--- src/rtl/core/dpd_pkg.sv ---
// shared types and constants for the digitizer packet deframer
`default_nettype none
package dpd_pkg;

    localparam int WORD_W = 16;
    localparam int IDX_W  = 13;

    localparam logic [WORD_W-1:0] MARKER_WORD   = 16'hAAAA;
    localparam logic [WORD_W-1:0] OFFSET_RESET  = 16'd512;
    localparam logic [IDX_W-1:0]  IDX_MAX       = 13'd8191;
    localparam logic [IDX_W-1:0]  MIN_LEN       = 13'd16;
    localparam logic [IDX_W-1:0]  LEN_EXTRA     = 13'd2;

    // word positions inside a packet
    localparam logic [IDX_W-1:0] POS_MARK_A  = 13'd0;
    localparam logic [IDX_W-1:0] POS_MARK_B  = 13'd1;
    localparam logic [IDX_W-1:0] POS_LENGTH  = 13'd2;
    localparam logic [IDX_W-1:0] POS_CHAN    = 13'd3;
    localparam logic [IDX_W-1:0] POS_LED_MID = 13'd4;
    localparam logic [IDX_W-1:0] POS_LED_LO  = 13'd5;
    localparam logic [IDX_W-1:0] POS_EN_LO   = 13'd6;
    localparam logic [IDX_W-1:0] POS_LED_HI  = 13'd7;
    localparam logic [IDX_W-1:0] POS_CFD_LO  = 13'd8;
    localparam logic [IDX_W-1:0] POS_EN_HI   = 13'd9;
    localparam logic [IDX_W-1:0] POS_CFD_HI  = 13'd10;
    localparam logic [IDX_W-1:0] POS_CFD_MID = 13'd11;
    localparam logic [IDX_W-1:0] POS_P1_LO   = 13'd12;
    localparam logic [IDX_W-1:0] POS_P1_HI   = 13'd13;
    localparam logic [IDX_W-1:0] POS_P2_LO   = 13'd14;
    localparam logic [IDX_W-1:0] POS_HEADER  = 13'd15;

    localparam int QDEPTH = 2;
    localparam int QPTR_W = (QDEPTH > 1) ? $clog2(QDEPTH) : 1;
    localparam int QCNT_W = $clog2(QDEPTH + 1);

    typedef enum logic [1:0] {
        KIND_HEADER = 2'd0,
        KIND_SAMPLE = 2'd1,
        KIND_MARKER = 2'd2,
        KIND_LENGTH = 2'd3
    } t_kind;

    typedef struct packed {
        logic [4:0]  board_num;
        logic [3:0]  channel;
        logic [11:0] module_res;
        logic [47:0] led_stamp;
        logic [23:0] energy;
        logic        energy_negative;
        logic        pile_up;
        logic [47:0] cfd_stamp;
        logic [31:0] cfd_point_one;
        logic [31:0] cfd_point_two;
    } t_header;

    typedef struct packed {
        t_kind             kind;
        logic [WORD_W-1:0] word;
        t_header           hdr;
    } t_cmd;

    typedef struct packed {
        logic valid;
        t_cmd cmd;
    } t_push;

    typedef struct packed {
        logic valid;
        t_cmd cmd;
    } t_head;

endpackage
`default_nettype wire

--- src/rtl/core/dpd_in_if.sv ---
// input word channel
`default_nettype none
interface dpd_in_if;
    logic                    valid;
    logic                    ready;
    logic [dpd_pkg::WORD_W-1:0] data_word;
    logic                    first_word;
    logic                    last_word;

    modport source (output valid, output data_word, output first_word, output last_word,
                    input ready);
    modport sink (input valid, input data_word, input first_word, input last_word,
                  output ready);
endinterface
`default_nettype wire

--- src/rtl/core/dpd_cfg_if.sv ---
// configuration write channel
`default_nettype none
interface dpd_cfg_if;
    logic                       valid;
    logic                       ready;
    logic [dpd_pkg::WORD_W-1:0] trace_offset;

    modport source (output valid, output trace_offset, input ready);
    modport sink (input valid, input trace_offset, output ready);
endinterface
`default_nettype wire

--- src/rtl/core/dpd_out_if.sv ---
// result channel
`default_nettype none
interface dpd_out_if;
    logic               valid;
    logic               ready;
    logic [1:0]         result_kind;
    logic [4:0]         board_num;
    logic [3:0]         channel;
    logic [11:0]        module_res;
    logic [47:0]        led_stamp;
    logic [23:0]        energy;
    logic               energy_negative;
    logic               pile_up;
    logic [47:0]        cfd_stamp;
    logic [31:0]        cfd_point_one;
    logic [31:0]        cfd_point_two;
    logic signed [15:0] sample;

    modport source (output valid, output result_kind, output board_num, output channel,
                    output module_res, output led_stamp, output energy,
                    output energy_negative, output pile_up, output cfd_stamp,
                    output cfd_point_one, output cfd_point_two, output sample,
                    input ready);
    modport sink (input valid, input result_kind, input board_num, input channel,
                  input module_res, input led_stamp, input energy,
                  input energy_negative, input pile_up, input cfd_stamp,
                  input cfd_point_one, input cfd_point_two, input sample,
                  output ready);
endinterface
`default_nettype wire

--- src/rtl/core/dpd_front.sv ---
// front end: word position tracking, field capture and result classification
`default_nettype none
module dpd_front (
    input  wire logic           i_clk,
    input  wire logic           i_rst_n,
    dpd_in_if.sink              i_data,
    input  wire logic           i_q_full,
    output dpd_pkg::t_push      o_push
);
    import dpd_pkg::*;

    logic [IDX_W-1:0]  r_word_index, n_word_index;
    logic [IDX_W-1:0]  r_declared,   n_declared;
    logic              r_failed,     n_failed;
    logic [4:0]        r_board,      n_board;
    logic [3:0]        r_channel,    n_channel;
    logic [11:0]       r_module,     n_module;
    logic [47:0]       r_led,        n_led;
    logic [25:0]       r_energy,     n_energy;
    logic [47:0]       r_cfd,        n_cfd;
    logic [31:0]       r_cfd_one,    n_cfd_one;
    logic [15:0]       r_cfd_two_lo, n_cfd_two_lo;

    logic              accept;
    logic [WORD_W-1:0] w;
    logic              last;
    logic [IDX_W-1:0]  idx;
    logic [IDX_W-1:0]  decl;
    logic              fail_now;
    logic              emit;
    t_kind             kind;

    assign i_data.ready = !i_q_full;
    assign accept       = i_data.valid && i_data.ready;
    assign w            = i_data.data_word;
    assign last         = i_data.last_word;

    always_comb begin
        idx          = i_data.first_word ? '0 : r_word_index;
        fail_now     = i_data.first_word ? 1'b0 : r_failed;
        decl         = r_declared;
        emit         = 1'b0;
        kind         = KIND_HEADER;
        n_declared   = r_declared;
        n_board      = r_board;
        n_channel    = r_channel;
        n_module     = r_module;
        n_led        = r_led;
        n_energy     = r_energy;
        n_cfd        = r_cfd;
        n_cfd_one    = r_cfd_one;
        n_cfd_two_lo = r_cfd_two_lo;

        if (fail_now) begin
            // rest of a failed packet is dropped
        end else if (idx == POS_MARK_A) begin
            n_declared = {{(IDX_W-1){1'b0}}, (w != MARKER_WORD)};
            if (last) begin
                emit = 1'b1;
                kind = KIND_MARKER;
            end
        end else if (idx == POS_MARK_B) begin
            if (r_declared != '0 || w != MARKER_WORD) begin
                emit     = 1'b1;
                kind     = KIND_MARKER;
                fail_now = 1'b1;
            end else if (last) begin
                emit = 1'b1;
                kind = KIND_LENGTH;
            end
        end else begin
            if (idx == POS_LENGTH) begin
                decl       = {1'b0, w[10:0], 1'b0} + LEN_EXTRA;
                n_declared = decl;
                n_board    = w[15:11];
            end else if (idx >= r_declared) begin
                emit     = 1'b1;
                kind     = KIND_LENGTH;
                fail_now = 1'b1;
            end
            if (!fail_now) begin
                case (idx)
                    POS_CHAN: begin
                        n_channel = w[3:0];
                        n_module  = w[15:4];
                        n_led     = '0;
                        n_energy  = '0;
                        n_cfd     = '0;
                    end
                    POS_LED_MID: n_led[31:16]   = w;
                    POS_LED_LO:  n_led[15:0]    = w;
                    POS_EN_LO:   n_energy[15:0] = w;
                    POS_LED_HI:  n_led[47:32]   = w;
                    POS_CFD_LO:  n_cfd[15:0]    = w;
                    POS_EN_HI: begin
                        n_energy[23:16] = w[7:0];
                        n_energy[24]    = w[8];
                        n_energy[25]    = w[15];
                    end
                    POS_CFD_HI:  n_cfd[47:32]  = w;
                    POS_CFD_MID: n_cfd[31:16]  = w;
                    POS_P1_LO:   n_cfd_one     = {16'b0, w};
                    POS_P1_HI:   n_cfd_one[31:16] = w;
                    POS_P2_LO:   n_cfd_two_lo  = w;
                    POS_HEADER: begin
                        emit = 1'b1;
                        kind = KIND_HEADER;
                    end
                    default: begin
                        if (idx >= MIN_LEN) begin
                            emit = 1'b1;
                            kind = KIND_SAMPLE;
                        end
                    end
                endcase
                // short or mismatched packet overrides the word's own result
                if (last && (({1'b0, idx} + 14'd1) != {1'b0, decl} || decl < MIN_LEN)) begin
                    emit = 1'b1;
                    kind = KIND_LENGTH;
                end
            end
        end

        n_failed = last ? 1'b0 : fail_now;
        if (last) begin
            n_word_index = '0;
        end else if (idx < IDX_MAX) begin
            n_word_index = idx + 1'b1;
        end else begin
            n_word_index = idx;
        end

        o_push.valid                   = accept && emit;
        o_push.cmd.kind                = kind;
        o_push.cmd.word                = w;
        o_push.cmd.hdr.board_num       = r_board;
        o_push.cmd.hdr.channel         = r_channel;
        o_push.cmd.hdr.module_res      = r_module;
        o_push.cmd.hdr.led_stamp       = r_led;
        o_push.cmd.hdr.energy          = r_energy[23:0];
        o_push.cmd.hdr.energy_negative = r_energy[24];
        o_push.cmd.hdr.pile_up         = r_energy[25];
        o_push.cmd.hdr.cfd_stamp       = r_cfd;
        o_push.cmd.hdr.cfd_point_one   = r_cfd_one;
        o_push.cmd.hdr.cfd_point_two   = {w, r_cfd_two_lo};
    end

    always_ff @(posedge i_clk) begin
        if (!i_rst_n) begin
            r_word_index <= '0;
            r_declared   <= '0;
            r_failed     <= 1'b0;
        end else if (accept) begin
            r_word_index <= n_word_index;
            r_declared   <= n_declared;
            r_failed     <= n_failed;
        end
    end

    always_ff @(posedge i_clk) begin
        if (accept) begin
            r_board      <= n_board;
            r_channel    <= n_channel;
            r_module     <= n_module;
            r_led        <= n_led;
            r_energy     <= n_energy;
            r_cfd        <= n_cfd;
            r_cfd_one    <= n_cfd_one;
            r_cfd_two_lo <= n_cfd_two_lo;
        end
    end

`ifndef NO_ASSERTIONS
    a_header_pos: assert property (@(posedge i_clk) disable iff (!i_rst_n)
        o_push.valid && o_push.cmd.kind == KIND_HEADER |-> idx == POS_HEADER)
        else $error("header transaction queued away from its word position");

    a_failed_pos: assert property (@(posedge i_clk) disable iff (!i_rst_n)
        r_failed |-> r_word_index >= POS_LENGTH)
        else $error("packet marked failed before the length word");
`endif

endmodule
`default_nettype wire

--- src/rtl/core/dpd_queue.sv ---
// short result queue between front end and output stage
`default_nettype none
module dpd_queue (
    input  wire logic           i_clk,
    input  wire logic           i_rst_n,
    input  wire dpd_pkg::t_push i_push,
    input  wire logic           i_pop,
    output logic                o_full,
    output dpd_pkg::t_head      o_head
);
    import dpd_pkg::*;

    t_cmd              r_mem [QDEPTH];
    logic [QPTR_W-1:0] r_wr_ptr, n_wr_ptr;
    logic [QPTR_W-1:0] r_rd_ptr, n_rd_ptr;
    logic [QCNT_W-1:0] r_count,  n_count;
    logic              do_pop;

    assign o_full       = (r_count == QCNT_W'(QDEPTH));
    assign o_head.valid = (r_count != '0);
    assign o_head.cmd   = r_mem[r_rd_ptr];
    assign do_pop       = i_pop && o_head.valid;

    always_comb begin
        n_wr_ptr = r_wr_ptr;
        n_rd_ptr = r_rd_ptr;
        n_count  = r_count;
        if (i_push.valid) begin
            n_wr_ptr = (r_wr_ptr == QPTR_W'(QDEPTH - 1)) ? '0 : r_wr_ptr + 1'b1;
        end
        if (do_pop) begin
            n_rd_ptr = (r_rd_ptr == QPTR_W'(QDEPTH - 1)) ? '0 : r_rd_ptr + 1'b1;
        end
        if (i_push.valid && !do_pop) begin
            n_count = r_count + 1'b1;
        end else if (!i_push.valid && do_pop) begin
            n_count = r_count - 1'b1;
        end
    end

    always_ff @(posedge i_clk) begin
        if (!i_rst_n) begin
            r_wr_ptr <= '0;
            r_rd_ptr <= '0;
            r_count  <= '0;
        end else begin
            r_wr_ptr <= n_wr_ptr;
            r_rd_ptr <= n_rd_ptr;
            r_count  <= n_count;
        end
    end

    always_ff @(posedge i_clk) begin
        if (i_push.valid) begin
            r_mem[r_wr_ptr] <= i_push.cmd;
        end
    end

`ifndef NO_ASSERTIONS
    a_no_overflow: assert property (@(posedge i_clk) disable iff (!i_rst_n)
        r_count <= QCNT_W'(QDEPTH))
        else $error("result queue holds more than its depth");

    a_push_counts: assert property (@(posedge i_clk) disable iff (!i_rst_n)
        i_push.valid && !do_pop |=> r_count == $past(r_count) + 1'b1)
        else $error("queued transaction lost");
`endif

endmodule
`default_nettype wire

--- src/rtl/core/dpd_back.sv ---
// output stage: trace sample arithmetic, field masking and result register
`default_nettype none
module dpd_back (
    input  wire logic           i_clk,
    input  wire logic           i_rst_n,
    dpd_cfg_if.sink             i_cfg,
    input  wire dpd_pkg::t_head i_head,
    output logic                o_pop,
    dpd_out_if.source           o_result
);
    import dpd_pkg::*;

    logic [WORD_W-1:0] r_offset;
    logic              r_valid;
    t_kind             r_kind;
    t_header           r_hdr;
    logic [WORD_W-1:0] r_sample;
    t_header           n_hdr;
    logic [WORD_W-1:0] n_sample;

    assign i_cfg.ready = 1'b1;
    assign o_pop       = i_head.valid && (!r_valid || o_result.ready);

    always_comb begin
        n_hdr    = (i_head.cmd.kind == KIND_HEADER) ? i_head.cmd.hdr : '0;
        // negated word plus offset, wraps to 16 bits
        n_sample = (i_head.cmd.kind == KIND_SAMPLE) ? r_offset - i_head.cmd.word : '0;
    end

    always_ff @(posedge i_clk) begin
        if (!i_rst_n) begin
            r_valid  <= 1'b0;
            r_offset <= OFFSET_RESET;
        end else begin
            if (i_cfg.valid) begin
                r_offset <= i_cfg.trace_offset;
            end
            if (o_pop) begin
                r_valid <= 1'b1;
            end else if (o_result.ready) begin
                r_valid <= 1'b0;
            end
        end
    end

    always_ff @(posedge i_clk) begin
        if (o_pop) begin
            r_kind   <= i_head.cmd.kind;
            r_hdr    <= n_hdr;
            r_sample <= n_sample;
        end
    end

    assign o_result.valid           = r_valid;
    assign o_result.result_kind     = r_kind;
    assign o_result.board_num       = r_hdr.board_num;
    assign o_result.channel         = r_hdr.channel;
    assign o_result.module_res      = r_hdr.module_res;
    assign o_result.led_stamp       = r_hdr.led_stamp;
    assign o_result.energy          = r_hdr.energy;
    assign o_result.energy_negative = r_hdr.energy_negative;
    assign o_result.pile_up         = r_hdr.pile_up;
    assign o_result.cfd_stamp       = r_hdr.cfd_stamp;
    assign o_result.cfd_point_one   = r_hdr.cfd_point_one;
    assign o_result.cfd_point_two   = r_hdr.cfd_point_two;
    assign o_result.sample          = $signed(r_sample);

endmodule
`default_nettype wire

--- src/rtl/core/digitizer_packet_deframer.sv ---
// result path: the result of an accepted word is written to the result queue, then to the output register
// throughput: one word per cycle; the front end stalls only when the two-entry
//   result queue is full, which happens only while the result side holds off ready
// reset: word position, packet state, queue and output register clear, trace
//   offset returns to 512; no clearing pass, the block takes words right after reset
`default_nettype none
module digitizer_packet_deframer (
    input  wire logic i_clk,
    input  wire logic i_rst_n,
    dpd_in_if.sink    i_data,
    dpd_cfg_if.sink   i_cfg,
    dpd_out_if.source o_result
);
    import dpd_pkg::*;

    t_push q_push;
    t_head q_head;
    logic  q_full;
    logic  q_pop;

    dpd_front u_front (
        .i_clk    (i_clk),
        .i_rst_n  (i_rst_n),
        .i_data   (i_data),
        .i_q_full (q_full),
        .o_push   (q_push)
    );

    dpd_queue u_queue (
        .i_clk   (i_clk),
        .i_rst_n (i_rst_n),
        .i_push  (q_push),
        .i_pop   (q_pop),
        .o_full  (q_full),
        .o_head  (q_head)
    );

    dpd_back u_back (
        .i_clk    (i_clk),
        .i_rst_n  (i_rst_n),
        .i_cfg    (i_cfg),
        .i_head   (q_head),
        .o_pop    (q_pop),
        .o_result (o_result)
    );

endmodule
`default_nettype wire

--- src/flat_wrapper.sv ---
// flat-port wrapper written by rule: the top's interface ports become plain ports
module digitizer_packet_deframer_flat import dpd_pkg::*;
  (i_clk, i_rst_n, i_data_valid, i_data_data_word, i_data_first_word, i_data_last_word, i_data_ready, i_cfg_valid, i_cfg_trace_offset, i_cfg_ready, o_result_valid, o_result_result_kind, o_result_board_num, o_result_channel, o_result_module_res, o_result_led_stamp, o_result_energy, o_result_energy_negative, o_result_pile_up, o_result_cfd_stamp, o_result_cfd_point_one, o_result_cfd_point_two, o_result_sample, o_result_ready);
  dpd_in_if i_data_i ();
  dpd_cfg_if i_cfg_i ();
  dpd_out_if o_result_i ();
  input  wire logic i_clk;
  input  wire logic i_rst_n;
  input wire logic [$bits(i_data_i.valid)-1:0] i_data_valid;
  input wire logic [$bits(i_data_i.data_word)-1:0] i_data_data_word;
  input wire logic [$bits(i_data_i.first_word)-1:0] i_data_first_word;
  input wire logic [$bits(i_data_i.last_word)-1:0] i_data_last_word;
  output wire logic [$bits(i_data_i.ready)-1:0] i_data_ready;
  input wire logic [$bits(i_cfg_i.valid)-1:0] i_cfg_valid;
  input wire logic [$bits(i_cfg_i.trace_offset)-1:0] i_cfg_trace_offset;
  output wire logic [$bits(i_cfg_i.ready)-1:0] i_cfg_ready;
  output wire logic [$bits(o_result_i.valid)-1:0] o_result_valid;
  output wire logic [$bits(o_result_i.result_kind)-1:0] o_result_result_kind;
  output wire logic [$bits(o_result_i.board_num)-1:0] o_result_board_num;
  output wire logic [$bits(o_result_i.channel)-1:0] o_result_channel;
  output wire logic [$bits(o_result_i.module_res)-1:0] o_result_module_res;
  output wire logic [$bits(o_result_i.led_stamp)-1:0] o_result_led_stamp;
  output wire logic [$bits(o_result_i.energy)-1:0] o_result_energy;
  output wire logic [$bits(o_result_i.energy_negative)-1:0] o_result_energy_negative;
  output wire logic [$bits(o_result_i.pile_up)-1:0] o_result_pile_up;
  output wire logic [$bits(o_result_i.cfd_stamp)-1:0] o_result_cfd_stamp;
  output wire logic [$bits(o_result_i.cfd_point_one)-1:0] o_result_cfd_point_one;
  output wire logic [$bits(o_result_i.cfd_point_two)-1:0] o_result_cfd_point_two;
  output wire logic [$bits(o_result_i.sample)-1:0] o_result_sample;
  input wire logic [$bits(o_result_i.ready)-1:0] o_result_ready;
  assign i_data_i.valid = i_data_valid;
  assign i_data_i.data_word = i_data_data_word;
  assign i_data_i.first_word = i_data_first_word;
  assign i_data_i.last_word = i_data_last_word;
  assign i_data_ready = i_data_i.ready;
  assign i_cfg_i.valid = i_cfg_valid;
  assign i_cfg_i.trace_offset = i_cfg_trace_offset;
  assign i_cfg_ready = i_cfg_i.ready;
  assign o_result_valid = o_result_i.valid;
  assign o_result_result_kind = o_result_i.result_kind;
  assign o_result_board_num = o_result_i.board_num;
  assign o_result_channel = o_result_i.channel;
  assign o_result_module_res = o_result_i.module_res;
  assign o_result_led_stamp = o_result_i.led_stamp;
  assign o_result_energy = o_result_i.energy;
  assign o_result_energy_negative = o_result_i.energy_negative;
  assign o_result_pile_up = o_result_i.pile_up;
  assign o_result_cfd_stamp = o_result_i.cfd_stamp;
  assign o_result_cfd_point_one = o_result_i.cfd_point_one;
  assign o_result_cfd_point_two = o_result_i.cfd_point_two;
  assign o_result_sample = o_result_i.sample;
  assign o_result_i.ready = o_result_ready;
  digitizer_packet_deframer u_core (.i_clk(i_clk), .i_rst_n(i_rst_n), .i_data(i_data_i), .i_cfg(i_cfg_i), .o_result(o_result_i));
endmodule
--- config.mk ---
export PLATFORM = sky130hd
export DESIGN_NAME = digitizer_packet_deframer_flat
export DESIGN_NICKNAME = d
export VERILOG_FILES = /design/src/rtl/core/dpd_pkg.sv /design/src/rtl/core/dpd_in_if.sv /design/src/rtl/core/dpd_cfg_if.sv /design/src/rtl/core/dpd_out_if.sv /design/src/rtl/core/dpd_front.sv /design/src/rtl/core/dpd_queue.sv /design/src/rtl/core/dpd_back.sv /design/src/rtl/core/digitizer_packet_deframer.sv /design/src/flat_wrapper.sv
export SDC_FILE = /design/constraint.sdc
export NUM_CORES = 1
export LEC_CHECK = 0
export ABC_AREA = 1
export BUFFER_PORTS_ARGS = -buffer_cell sky130_fd_sc_hd__buf_2
export CORE_ASPECT_RATIO = 0.6
export CORE_UTILIZATION = 50
export CTS_BUF_LIST = sky130_fd_sc_hd__clkbuf_16
export CTS_CLUSTER_DIAMETER = 200
export DETAILED_ROUTE_END_ITERATION = 12
export PLACE_DENSITY = 0.78
export RECOVER_POWER = 100
export SYNTH_ARGS = -nofsm -noshare
export SYNTH_HDL_FRONTEND = slang
export SYNTH_HIERARCHICAL = 1
export SYNTH_SLANG_ARGS = --single-unit
--- constraint.sdc ---
create_clock -name i_clk -period 24.4 [get_ports i_clk]
set_input_delay 3.66 -clock i_clk [delete_from_list [all_inputs] [get_ports i_clk]]
set_output_delay 3.66 -clock i_clk [all_outputs]
set_load 0.01 [all_outputs]
==> results of run 1 <==
-- registers in the layout, indices dropped and copies added, names as in the netlist, 5 cells and up, named ones only --
register / count
u_core/u_front/r_declared: 13
u_core/u_back/o_result.sample: 16
u_core/u_back/o_result.module_res: 12
u_core/u_front/r_word_index: 13
u_core/u_front/r_cfd: 48
u_core/u_front/r_board: 5
u_core/u_back/o_result.board_num: 5
u_core/u_back/o_result.energy: 24
u_core/u_back/o_result.cfd_point_one: 32
u_core/u_front/r_cfd_one: 32
u_core/u_front/r_led: 48
u_core/u_back/r_offset: 16
u_core/u_queue/r_mem: 450
u_core/u_front/r_cfd_two_lo: 16
u_core/u_front/r_module: 12
u_core/u_front/r_energy: 26
u_core/u_back/o_result.led_stamp: 48
u_core/u_back/o_result.cfd_stamp: 48
u_core/u_back/o_result.cfd_point_two: 32
-- critical path, delay by kind of cell --
| family | cells | cell delay, ps |
|---|---|---|
| fa+ha+maj | 1 | 250 |
| buf+inv | 6 | 7080 |
| simple gates | 18 | 3490 |
-- cells by family (layout without fill, tap and decap cells) --
kind of cell / after synthesis / in the layout / share of synthesized area
AO/OA/AOI/OAI: 112 / 112 / 0.01612
XOR/XNOR: 9 / 9 / 0.002085
adder cells (fa/ha/maj): 25 / 25 / 0.008473
buffers and inverters: 473 / 804 / 0.06103
flip-flops: 915 / 915 / 0.7139
multiplexers: 225 / 225 / 0.08192
other: 1 / 6 / 0.00009920
AND/OR/NAND/NOR: 884 / 884 / 0.1164
-- metrics by stage --
| stage | instances | hold slack, ps | power (W) | setup slack, ps | utilization |
|---|---|---|---|---|---|
| detailed placement | 3810 | 429.0 | 0.003220 | 15190 | 0.5349 |
| floorplan | 2644 | 421.5 | 0.003005 | 8439 | - |
| global route | 3962 | 439.0 | 0.004615 | 8506 | 0.5621 |
| global placement | 3810 | 421.9 | 0.003201 | 15300 | 0.5349 |
| CTS | 3962 | 431.8 | 0.004472 | 15860 | 0.5702 |
| finish | 3967 | 424.4 | 0.004420 | 9578 | 0.5622 |
-- cells in the mapped netlist, types with 2 or more instances --
cell,count,area share
sky130_fd_sc_hd__mux2_4,150,0.060
sky130_fd_sc_hd__o21ai_1,2,0.00026
sky130_fd_sc_hd__dfxtp_1,49,0.026
sky130_fd_sc_hd__mux2_2,75,0.022
sky130_fd_sc_hd__nand3_1,65,0.0086
sky130_fd_sc_hd__nand2_4,2,0.00060
sky130_fd_sc_hd__a32oi_1,2,0.00046
sky130_fd_sc_hd__inv_1,346,0.034
sky130_fd_sc_hd__clkbuf_1,29,0.0029
sky130_fd_sc_hd__nor4_1,2,0.00033
sky130_fd_sc_hd__clkinv_1,10,0.00099
sky130_fd_sc_hd__or2_1,2,0.00033
sky130_fd_sc_hd__a211oi_1,2,0.00040
sky130_fd_sc_hd__buf_6,28,0.0083
sky130_fd_sc_hd__nor2_2,5,0.00083
sky130_fd_sc_hd__a31oi_1,2,0.00033
sky130_fd_sc_hd__nand2_2,22,0.0036
sky130_fd_sc_hd__inv_2,5,0.00050
sky130_fd_sc_hd__buf_4,35,0.0070
sky130_fd_sc_hd__nor3_2,3,0.00079
sky130_fd_sc_hd__o21ai_2,2,0.00046
sky130_fd_sc_hd__nor3_1,7,0.00093
sky130_fd_sc_hd__xor2_1,7,0.0016
sky130_fd_sc_hd__nand2_1,290,0.029
sky130_fd_sc_hd__o21a_1,2,0.00040
sky130_fd_sc_hd__buf_12,11,0.0058
sky130_fd_sc_hd__nand4_1,18,0.0030
sky130_fd_sc_hd__a22oi_1,3,0.00060
sky130_fd_sc_hd__nand3_2,5,0.0013
sky130_fd_sc_hd__nor2_4,105,0.031
sky130_fd_sc_hd__a21oi_1,54,0.0071
sky130_fd_sc_hd__xnor2_1,2,0.00046
sky130_fd_sc_hd__edfxtp_1,866,0.69
sky130_fd_sc_hd__nor2_1,353,0.035
sky130_fd_sc_hd__ha_1,24,0.0079
sky130_fd_sc_hd__o21ai_0,41,0.0054
sky130_fd_sc_hd__buf_2,9,0.0012
-- final timing paths --
check	start	endpoint	slack, ps	cells after the start
setup / recovery	i_data_first_word	u_core/u_queue/r_mem[1][5]	9580	25
hold / removal	u_core/u_front/r_cfd_one[28]	u_core/u_queue/r_mem[0][60]	420	0
setup reg to reg	u_core/u_front/r_word_index[1]	u_core/u_queue/r_mem[1][5]	13260	23
hold reg to reg	u_core/u_front/r_cfd_one[28]	u_core/u_queue/r_mem[0][60]	420	0
-- per-layer routing --
| layer | vias to the layer above | part of all wire | GRT usage |
|---|---|---|---|
| met1 | 10080 | 0.47 | 0.3238 |
| met3 | 88 | 0.067 | 0.03779 |
| li1 | 9493 | - | - |
| met5 | - | 0 | 0 |
| met4 | 0 | 0.014 | 0.04601 |
| met2 | 716 | 0.44 | 0.3197 |
-- layout make-up --
class	instances	area, µm²	share of cell area
Clock buffer	83	2077	0.04980
Tap cell	987	1235	0.02961
Sequential cell	915	26990	0.6470
Timing Repair Buffer	291	1144	0.02742
Inverter	361	1356	0.03252
Clock inverter	69	544.3	0.01305
Multi-Input combinational cell	1256	8354	0.2003
Antenna cell	5	12.51	0.0003000
-- power by group through the flow --
stage | registers, W | logic (W) | clock network [W]
floorplan | 0.00236 | 0.000642 | 0
global placement | 0.00216 | 0.00104 | 0
detailed placement | 0.00217 | 0.00105 | 0
CTS | 0.00214 | 0.00106 | 0.00127
global route | 0.00219 | 0.00109 | 0.00133
finish | 0.00216 | 0.00101 | 0.00125
==> impl_table.tex, run 1 <==
\begin{tabular}{lr}
\hline
Metric & Value \\
\hline
\multicolumn{2}{l}{\textbf{Floorplanning}} \\
\quad Die Span Y & 215.0 µm \\
\quad \# rows & 77 \\
\quad Die width & 357.0 µm \\
\quad Die ar. & 76740 µm² \\
\quad Starting Density & 0.5096 \\
\quad Area of the core & 74180 µm² \\
\quad \# IOs & 267 \\
\multicolumn{2}{l}{\textbf{Placement}} \\
\quad Number of port buffers & 265 \\
\quad Post-DP HPWL & 52.91 mm \\
\quad Placed inst area & 39680 µm² \\
\quad Final Wtd Congestion & 0.9423 \\
\multicolumn{2}{l}{\textbf{Power and ir drop}} \\
\quad Worst IR drop on VDD & 0.00007327 V \\
\quad Power density relative to cell area & 106.0 nW/µm² \\
\quad Combinational power share & 0.228 \\
\quad Net switching power & 0.001315 W \\
\quad Part of the power in registers & 0.489 \\
\quad Int Pwr & 0.003105 W \\
\quad Pleak & 16.03 nW \\
\quad Switching part of the total & 0.2975 \\
\quad Share of power burned in the clock network & 0.283 \\
\multicolumn{2}{l}{\textbf{Logic synthesis}} \\
\quad Summed instance area of the synthesized netlist & 37800 µm² \\
\quad Number of synthesized flops with an enable pin & 866 \\
\quad Part of the Yosys area used for sequential elements & 0.7139 \\
\quad Syn avg cell area & 14.30 µm² \\
\quad Share of synthesized flip-flops with an asynchronous set or reset & 0 \\
\quad Primary flip-flop cell chosen by synthesis mapping & sky130\_fd\_sc\_hd\_\_edfxtp\_1 \\
\quad Post-synthesis instance total & 2644 \\
\quad Net count of the mapped netlist & 2708 \\
\quad Count of yosys warnings during synthesis & 6 \\
\quad Post-synthesis cell type count & 46 \\
\quad Synthesis-stage register bit count & 915 \\
\multicolumn{2}{l}{\textbf{CTS}} \\
\quad CTS max path bufs & 3 \\
\quad Clock root buffer & sky130\_fd\_sc\_hd\_\_clkbuf\_16 \\
\quad Number of cells upsized or downsized after cts & 0 \\
\quad TritonCTS clock tree & yes \\
\quad Post-CTS setup buffer count & 0 \\
\quad CTS buffer count & 83 \\
\quad CTS clk-pin slew, worst paths & 60 ps \\
\quad H-tree level count & 3 \\
\quad Clk sinks & 915 \\
\quad CTS hold repair buffers & 0 \\
\quad Clock insertion delay at the later pin of the skew report & 660 ps \\
\multicolumn{2}{l}{\textbf{Timing}} \\
\quad Setup repair after global routing missed its margin & no \\
\quad Total setup violations reported at the end of the flow & 0 \\
\quad Post-route minimum period & 14820 ps \\
\quad Pins over their slew limit & 870 \\
\quad Portion of the clock cycle consumed by the worst path in the final layout & 0.6074 \\
\quad Remaining max-slew budget at the tightest pin & -2.398 \\
\quad Sum of negative setup slack & 0 ps \\
\quad Number of failing hold endpoints at the final stage & 0 \\
\quad Layout Skew & 29.07 ps \\
\quad F\_max & 0.06747 GHz \\
\quad Slew of the pin with the lowest slew margin & 5069 ps \\
\multicolumn{2}{l}{\textbf{Layout}} \\
\quad Commonest non-fill, non-tap cells in the layout & sky130\_fd\_sc\_hd\_\_edfxtp\_1, sky130\_fd\_sc\_hd\_\_inv\_1, sky130\_fd\_sc\_hd\_\_nor2\_1, sky130\_fd\_sc\_hd\_\_nand2\_1, sky130\_fd\_sc\_hd\_\_clkbuf\_1 \\
\quad Area overhead of the layout relative to synthesis & 10.33\% \\
\quad Layout cell share with drive strength beyond 1 & 0.1566 \\
\quad Post-layout nets & 2972 \\
\quad Most frequent standard cell in the layout excluding fill and tap cells & sky130\_fd\_sc\_hd\_\_edfxtp\_1 \\
\quad Fill cell instance count of the final layout & 5936 \\
\quad Design area & 41710 µm² \\
\multicolumn{2}{l}{\textbf{Drt}} \\
\quad Remaining antenna violation count after routing & 0 \\
\quad Via density & 5.136 \\
\quad Iteration-0 DRC Markers & 1969 \\
\quad DRC violations left & 0 \\
\quad Final routed wirelength across all metal layers & 82.32 mm \\
\quad Total number of vias & 20380 \\
\quad Detail-routed net length per standard cell & 20.75 µm \\
\quad Number of search-and-repair iterations in the first detailed-routing pass & 5 \\
\multicolumn{2}{l}{\textbf{Setup path}} \\
\quad Worst endpoint data arrival time & 14700 ps \\
\quad Crit path launch type & primary input \\
\quad Worst Path Max Fanout & 103 \\
\quad Slowest stage cell on the critical path & sky130\_fd\_sc\_hd\_\_clkinvlp\_2 \\
\quad Required time of the critical path & 24270 ps \\
\quad Critical path's largest stage delay & 3710 ps \\
\quad Cell repeated most along the worst path & sky130\_fd\_sc\_hd\_\_nand2\_1 \\
\quad CP Capture Type & flip-flop \\
\quad WS Path Type & in2reg \\
\multicolumn{2}{l}{\textbf{Global route}} \\
\quad Overflow after GRT & 0 \\
\quad Overall routing resource usage & 0.2127 \\
\quad Maximum number of pins on one net before global-route repair & 154 \\
\quad Number of global-route vias before repair & 19670 \\
\quad Antenna violations before repair & 1 \\
\quad First-pass GRT wire length & 120.8 mm \\
\multicolumn{2}{l}{\textbf{Outcome}} \\
\quad Violations in the final reports & max-capacitance violations, max-slew violations \\
\quad Status & complete, but fails checks \\
\multicolumn{2}{l}{\textbf{Run}} \\
\quad MaxCap Viol Count & 17 \\
\multicolumn{2}{l}{\textbf{Min path}} \\
\quad Hold WC Path Type & reg2reg \\
\hline
\end{tabular}
Power figures use the tool's default switching activity.
==> run 2, diff against run 1 <==
--- a/config.mk
+++ b/config.mk
@@ -5,14 +5,14 @@
 export SDC_FILE = /design/constraint.sdc
 export NUM_CORES = 1
 export LEC_CHECK = 0
-export ABC_AREA = 1
+export ABC_AREA = 0
 export BUFFER_PORTS_ARGS = -buffer_cell sky130_fd_sc_hd__buf_2
 export CORE_ASPECT_RATIO = 0.6
 export CORE_UTILIZATION = 50
 export CTS_BUF_LIST = sky130_fd_sc_hd__clkbuf_16
 export CTS_CLUSTER_DIAMETER = 200
 export DETAILED_ROUTE_END_ITERATION = 12
-export PLACE_DENSITY = 0.78
+export PLACE_DENSITY = 0.81
 export RECOVER_POWER = 100
 export SYNTH_ARGS = -nofsm -noshare
 export SYNTH_HDL_FRONTEND = slang
==> constraint.sdc (replaced) <==
create_clock -name i_clk -period 12.19 [get_ports i_clk]
set_input_delay 1.8285 -clock i_clk [delete_from_list [all_inputs] [get_ports i_clk]]
set_output_delay 1.8285 -clock i_clk [all_outputs]
set_load 0.01 [all_outputs]
==> run 2 against run 1 <==
  * The run still ends with max-capacitance violations, max-slew violations left
  * Synthesized area is 2.6% lower
  * Design area fell by 1.6%
  * Sequential power grew 100%
  * Clock power rose by 110%
  * Cell count is 13% lower
  * Utilization grew 0.57 points
  * Via count fell by 8.2%
  * First-iteration DRC count down 2.0%
  * Non-clock buffer count decreased by 7
  * Sequential share of layout area rose by 1.0 points
  * Clock skew is 7.6 ps higher
  * Largest power group unchanged
  * Highest routed layer is now met5
==> impl_table.tex, run 2 <==
\begin{tabular}{lr}
\hline
Metric & Value \\
\hline
\multicolumn{2}{l}{\textbf{Timing}} \\
\quad Hold slack & 432.6 ps \\
\quad Total setup violations reported at the end of the flow & 0 \\
\quad Post-route minimum period & 8885 ps \\
\quad Setup repair after global routing missed its margin & no \\
\quad Number of failing hold endpoints at the final stage & 0 \\
\quad Layout Skew & 36.66 ps \\
\quad F\_max & 0.1125 GHz \\
\quad Pins over their slew limit & 951 \\
\quad Sum of negative setup slack & 0 ps \\
\quad Slew of the pin with the lowest slew margin & 3987 ps \\
\quad Remaining max-slew budget at the tightest pin & -1.658 \\
\quad Portion of the clock cycle consumed by the worst path in the final layout & 0.7289 \\
\multicolumn{2}{l}{\textbf{Global route}} \\
\quad Overall routing resource usage & 0.2042 \\
\quad Number of global-route vias before repair & 18360 \\
\quad Overflow after GRT & 0 \\
\quad Antenna violations before repair & 8 \\
\quad Maximum number of pins on one net before global-route repair & 150 \\
\quad First-pass GRT wire length & 114.4 mm \\
\multicolumn{2}{l}{\textbf{Logic synthesis}} \\
\quad Summed instance area of the synthesized netlist & 36820 µm² \\
\quad Synth top cells by count & sky130\_fd\_sc\_hd\_\_edfxtp\_1, sky130\_fd\_sc\_hd\_\_and2\_1, sky130\_fd\_sc\_hd\_\_mux2\_4 \\
\quad Count of yosys warnings during synthesis & 6 \\
\quad Top cell type's share of synthesized area & 0.7064 \\
\quad Part of the Yosys area used for sequential elements & 0.7330 \\
\quad Cell taking the most area after synthesis & sky130\_fd\_sc\_hd\_\_edfxtp\_1 \\
\quad Post-synthesis instance total & 2190 \\
\quad Most numerous cell in the Yosys netlist & sky130\_fd\_sc\_hd\_\_edfxtp\_1 \\
\quad Number of synthesized flops with an enable pin & 866 \\
\quad Net count of the mapped netlist & 2254 \\
\quad Share of synthesized flip-flops with an asynchronous set or reset & 0 \\
\quad Primary flip-flop cell chosen by synthesis mapping & sky130\_fd\_sc\_hd\_\_edfxtp\_1 \\
\quad Synthesis-stage register bit count & 915 \\
\quad Syn avg cell area & 16.81 µm² \\
\quad Post-synthesis cell type count & 84 \\
\quad Leading post-synthesis cells by cell area & sky130\_fd\_sc\_hd\_\_edfxtp\_1, sky130\_fd\_sc\_hd\_\_mux2\_4, sky130\_fd\_sc\_hd\_\_and2\_1 \\
\multicolumn{2}{l}{\textbf{Setup path}} \\
\quad WS Path Type & in2reg \\
\quad Slowest stage cell on the critical path & sky130\_fd\_sc\_hd\_\_clkbuf\_1 \\
\quad Launching element of the worst setup path & o\_result\_ready \\
\quad CP Capture Type & flip-flop \\
\quad Crit path launch type & primary input \\
\quad R2R setup slack & 3950 ps \\
\quad Ordered list of cells on the worst path & buf\_2 > nor2b\_1 > nor2b\_1 > clkbuf\_1 > clkbuf\_1 \\
\quad Required time of the critical path & 12340 ps \\
\quad Endpoint of the most critical setup path & u\_core/u\_back/o\_result.led\_stamp[14] \\
\quad Worst Reg2Reg Path Length in Cells & 5 \\
\quad Worst endpoint data arrival time & 9030 ps \\
\quad Worst Path Max Fanout & 80 \\
\quad Reg-to-reg critical path endpoint & u\_core/u\_back/o\_result.cfd\_stamp[8] \\
\quad Critical path's largest stage delay & 2950 ps \\
\multicolumn{2}{l}{\textbf{Layout}} \\
\quad Layout Cells excl Fill & 3459 \\
\quad Final standard cell utilization of the core & 0.5680 \\
\quad Register containing the most flip-flops in the final layout & u\_core/u\_queue/r\_mem \\
\quad Total area of sequential cells & 26990 µm² \\
\quad Post-layout nets & 2479 \\
\quad Area overhead of the layout relative to synthesis & 11.49\% \\
\quad Total area of multi-input combinational cells & 8681 µm² \\
\quad Layout cell share with drive strength beyond 1 & 0.1554 \\
\quad Antenna cells & 0 \\
\quad Most frequent standard cell in the layout excluding fill and tap cells & sky130\_fd\_sc\_hd\_\_edfxtp\_1 \\
\quad Flip-flop count of the largest register, all copies and words added & 450 \\
\quad Fill cell instance count of the final layout & 5478 \\
\quad Design area & 41050 µm² \\
\quad Commonest non-fill, non-tap cells in the layout & sky130\_fd\_sc\_hd\_\_edfxtp\_1, sky130\_fd\_sc\_hd\_\_clkbuf\_1, sky130\_fd\_sc\_hd\_\_and2\_0, sky130\_fd\_sc\_hd\_\_mux2\_4, sky130\_fd\_sc\_hd\_\_clkbuf\_16 \\
\multicolumn{2}{l}{\textbf{CTS}} \\
\quad Post-CTS setup buffer count & 0 \\
\quad Clock insertion delay at the later pin of the skew report & 660 ps \\
\quad TritonCTS clock tree & yes \\
\quad CTS max path bufs & 3 \\
\quad H-tree level count & 3 \\
\quad CTS clk-pin slew, worst paths & 60 ps \\
\quad Clk sinks & 915 \\
\quad Number of cells upsized or downsized after cts & 0 \\
\quad CTS buffer count & 83 \\
\quad Clock root buffer & sky130\_fd\_sc\_hd\_\_clkbuf\_16 \\
\quad CTS hold repair buffers & 0 \\
\multicolumn{2}{l}{\textbf{Placement}} \\
\quad Number of port buffers & 265 \\
\quad Final Wtd Congestion & 0.8815 \\
\quad Placed Cells & 3305 \\
\quad Post-DP HPWL & 48.12 mm \\
\quad Placed inst area & 38670 µm² \\
\multicolumn{2}{l}{\textbf{Floorplanning}} \\
\quad \# IOs & 267 \\
\quad Die Span Y & 212.2 µm \\
\quad Area of the core & 72270 µm² \\
\quad \# rows & 76 \\
\quad Die ar. & 74750 µm² \\
\quad Starting Density & 0.5094 \\
\quad Die width & 352.3 µm \\
\multicolumn{2}{l}{\textbf{Drt}} \\
\quad Detail-routed net length per standard cell & 22.62 µm \\
\quad DRC violations left & 0 \\
\quad Number of search-and-repair iterations in the first detailed-routing pass & 5 \\
\quad Final routed wirelength across all metal layers & 78.25 mm \\
\quad Via density & 5.408 \\
\quad Iteration-0 DRC Markers & 1930 \\
\quad Total number of vias & 18710 \\
\quad Remaining antenna violation count after routing & 0 \\
\multicolumn{2}{l}{\textbf{Power and ir drop}} \\
\quad Worst IR drop on VDD & 0.0001486 V \\
\quad Part of the power in registers & 0.496 \\
\quad Combinational power share & 0.197 \\
\quad Net switching power & 0.002418 W \\
\quad Power density relative to cell area & 212.6 nW/µm² \\
\quad Share of power burned in the clock network & 0.307 \\
\quad Switching part of the total & 0.2772 \\
\quad Int Pwr & 0.006307 W \\
\quad Pleak & 13.68 nW \\
\multicolumn{2}{l}{\textbf{Outcome}} \\
\quad Violations in the final reports & max-capacitance violations, max-slew violations \\
\quad Status & complete, but fails checks \\
\multicolumn{2}{l}{\textbf{Run}} \\
\quad MaxCap Viol Count & 27 \\
\multicolumn{2}{l}{\textbf{Min path}} \\
\quad Hold WC Path Type & reg2reg \\
\hline
\end{tabular}
-- run 2: cell count changes after synthesis, moves of 38 or more --
cell,change
sky130_fd_sc_hd__and2_1,+312
sky130_fd_sc_hd__inv_1,-298
sky130_fd_sc_hd__nor2_1,-290
sky130_fd_sc_hd__nand2_1,-248
sky130_fd_sc_hd__nor2_4,-105
sky130_fd_sc_hd__nand3_1,-49
sky130_fd_sc_hd__nor2b_1,+38
-- run 2: worst max-delay path, delay by kind of cell --
family,cells,cell delay (ps)
buffers and inverters,3,5810
and+or+nand+nor,2,1170
-- run 2: cell families after synthesis --
logic type / count (synthesis) / share of synthesized area
AOI/OAI and AO/OA: 156 / 0.02879
xor gates and xnor gates: 42 / 0.009992
adders and majority gates: 30 / 0.01016
buffers and inverters: 192 / 0.02964
DFF: 915 / 0.7330
muxes: 255 / 0.09227
other: 1 / 0.0001019
and+or+nand+nor: 599 / 0.09604
-- run 2: layer usage --
| layer | share of wire | GRT usage |
|---|---|---|
| met2 | 0.47 | 0.3234 |
| met1 | 0.44 | 0.2942 |
| met3 | 0.073 | 0.04009 |
| met4 | 0.015 | 0.04543 |
| met5 | 0.00046 | 0 |
-- run 2: worst min-delay path by stage --
stage,start,endpoint,slack (ps),cells past startpoint
2_1_floorplan,u_core/u_front/r_cfd_two_lo[0],u_core/u_queue/r_mem[0][0],420,0
3_3_place_gp,u_core/u_front/r_cfd[37],u_core/u_queue/r_mem[1][101],420,0
3_5_place_dp,u_core/u_front/r_cfd[4],u_core/u_queue/r_mem[0][68],430,0
4_1_cts,u_core/u_front/r_cfd_one[31],u_core/u_queue/r_mem[1][63],430,0
5_1_grt,u_core/u_front/r_cfd_one[31],u_core/u_queue/r_mem[1][63],440,0
6_report,u_core/u_front/r_cfd_one[31],u_core/u_queue/r_mem[1][63],430,0
-- run 2: layout make-up --
| class | count | share of cell area |
|---|---|---|
| flip-flops and latches | 915 | 0.6575 |
| multi-input cells | 1083 | 0.2115 |
| clock buffers | 84 | 0.05121 |
| well taps | 975 | 0.02972 |
| repair buffers | 284 | 0.02777 |
| clock inverters | 70 | 0.01795 |
| inverters | 48 | 0.004390 |
-- run 2: power by group through the flow --
stage | Combinational (W) | Clock, W | Sequential, W
after floorplan | 0.00102 | 0 | 0.00458
after detailed placement | 0.00183 | 0 | 0.00434
after CTS | 0.00185 | 0.00273 | 0.00428
after global placement | 0.00180 | 0 | 0.00433
final | 0.00172 | 0.00268 | 0.00432
after global routing | 0.00185 | 0.00284 | 0.00438
-- run 2: stage by stage --
step                      total power (W)  setup slack [ps]
after floorplan                  0.005600              1609
after global placement           0.006123              4684
after detailed placement         0.006174              4624
after CTS                        0.008853              5305
after global routing             0.009074              2543
final                            0.008725              3305
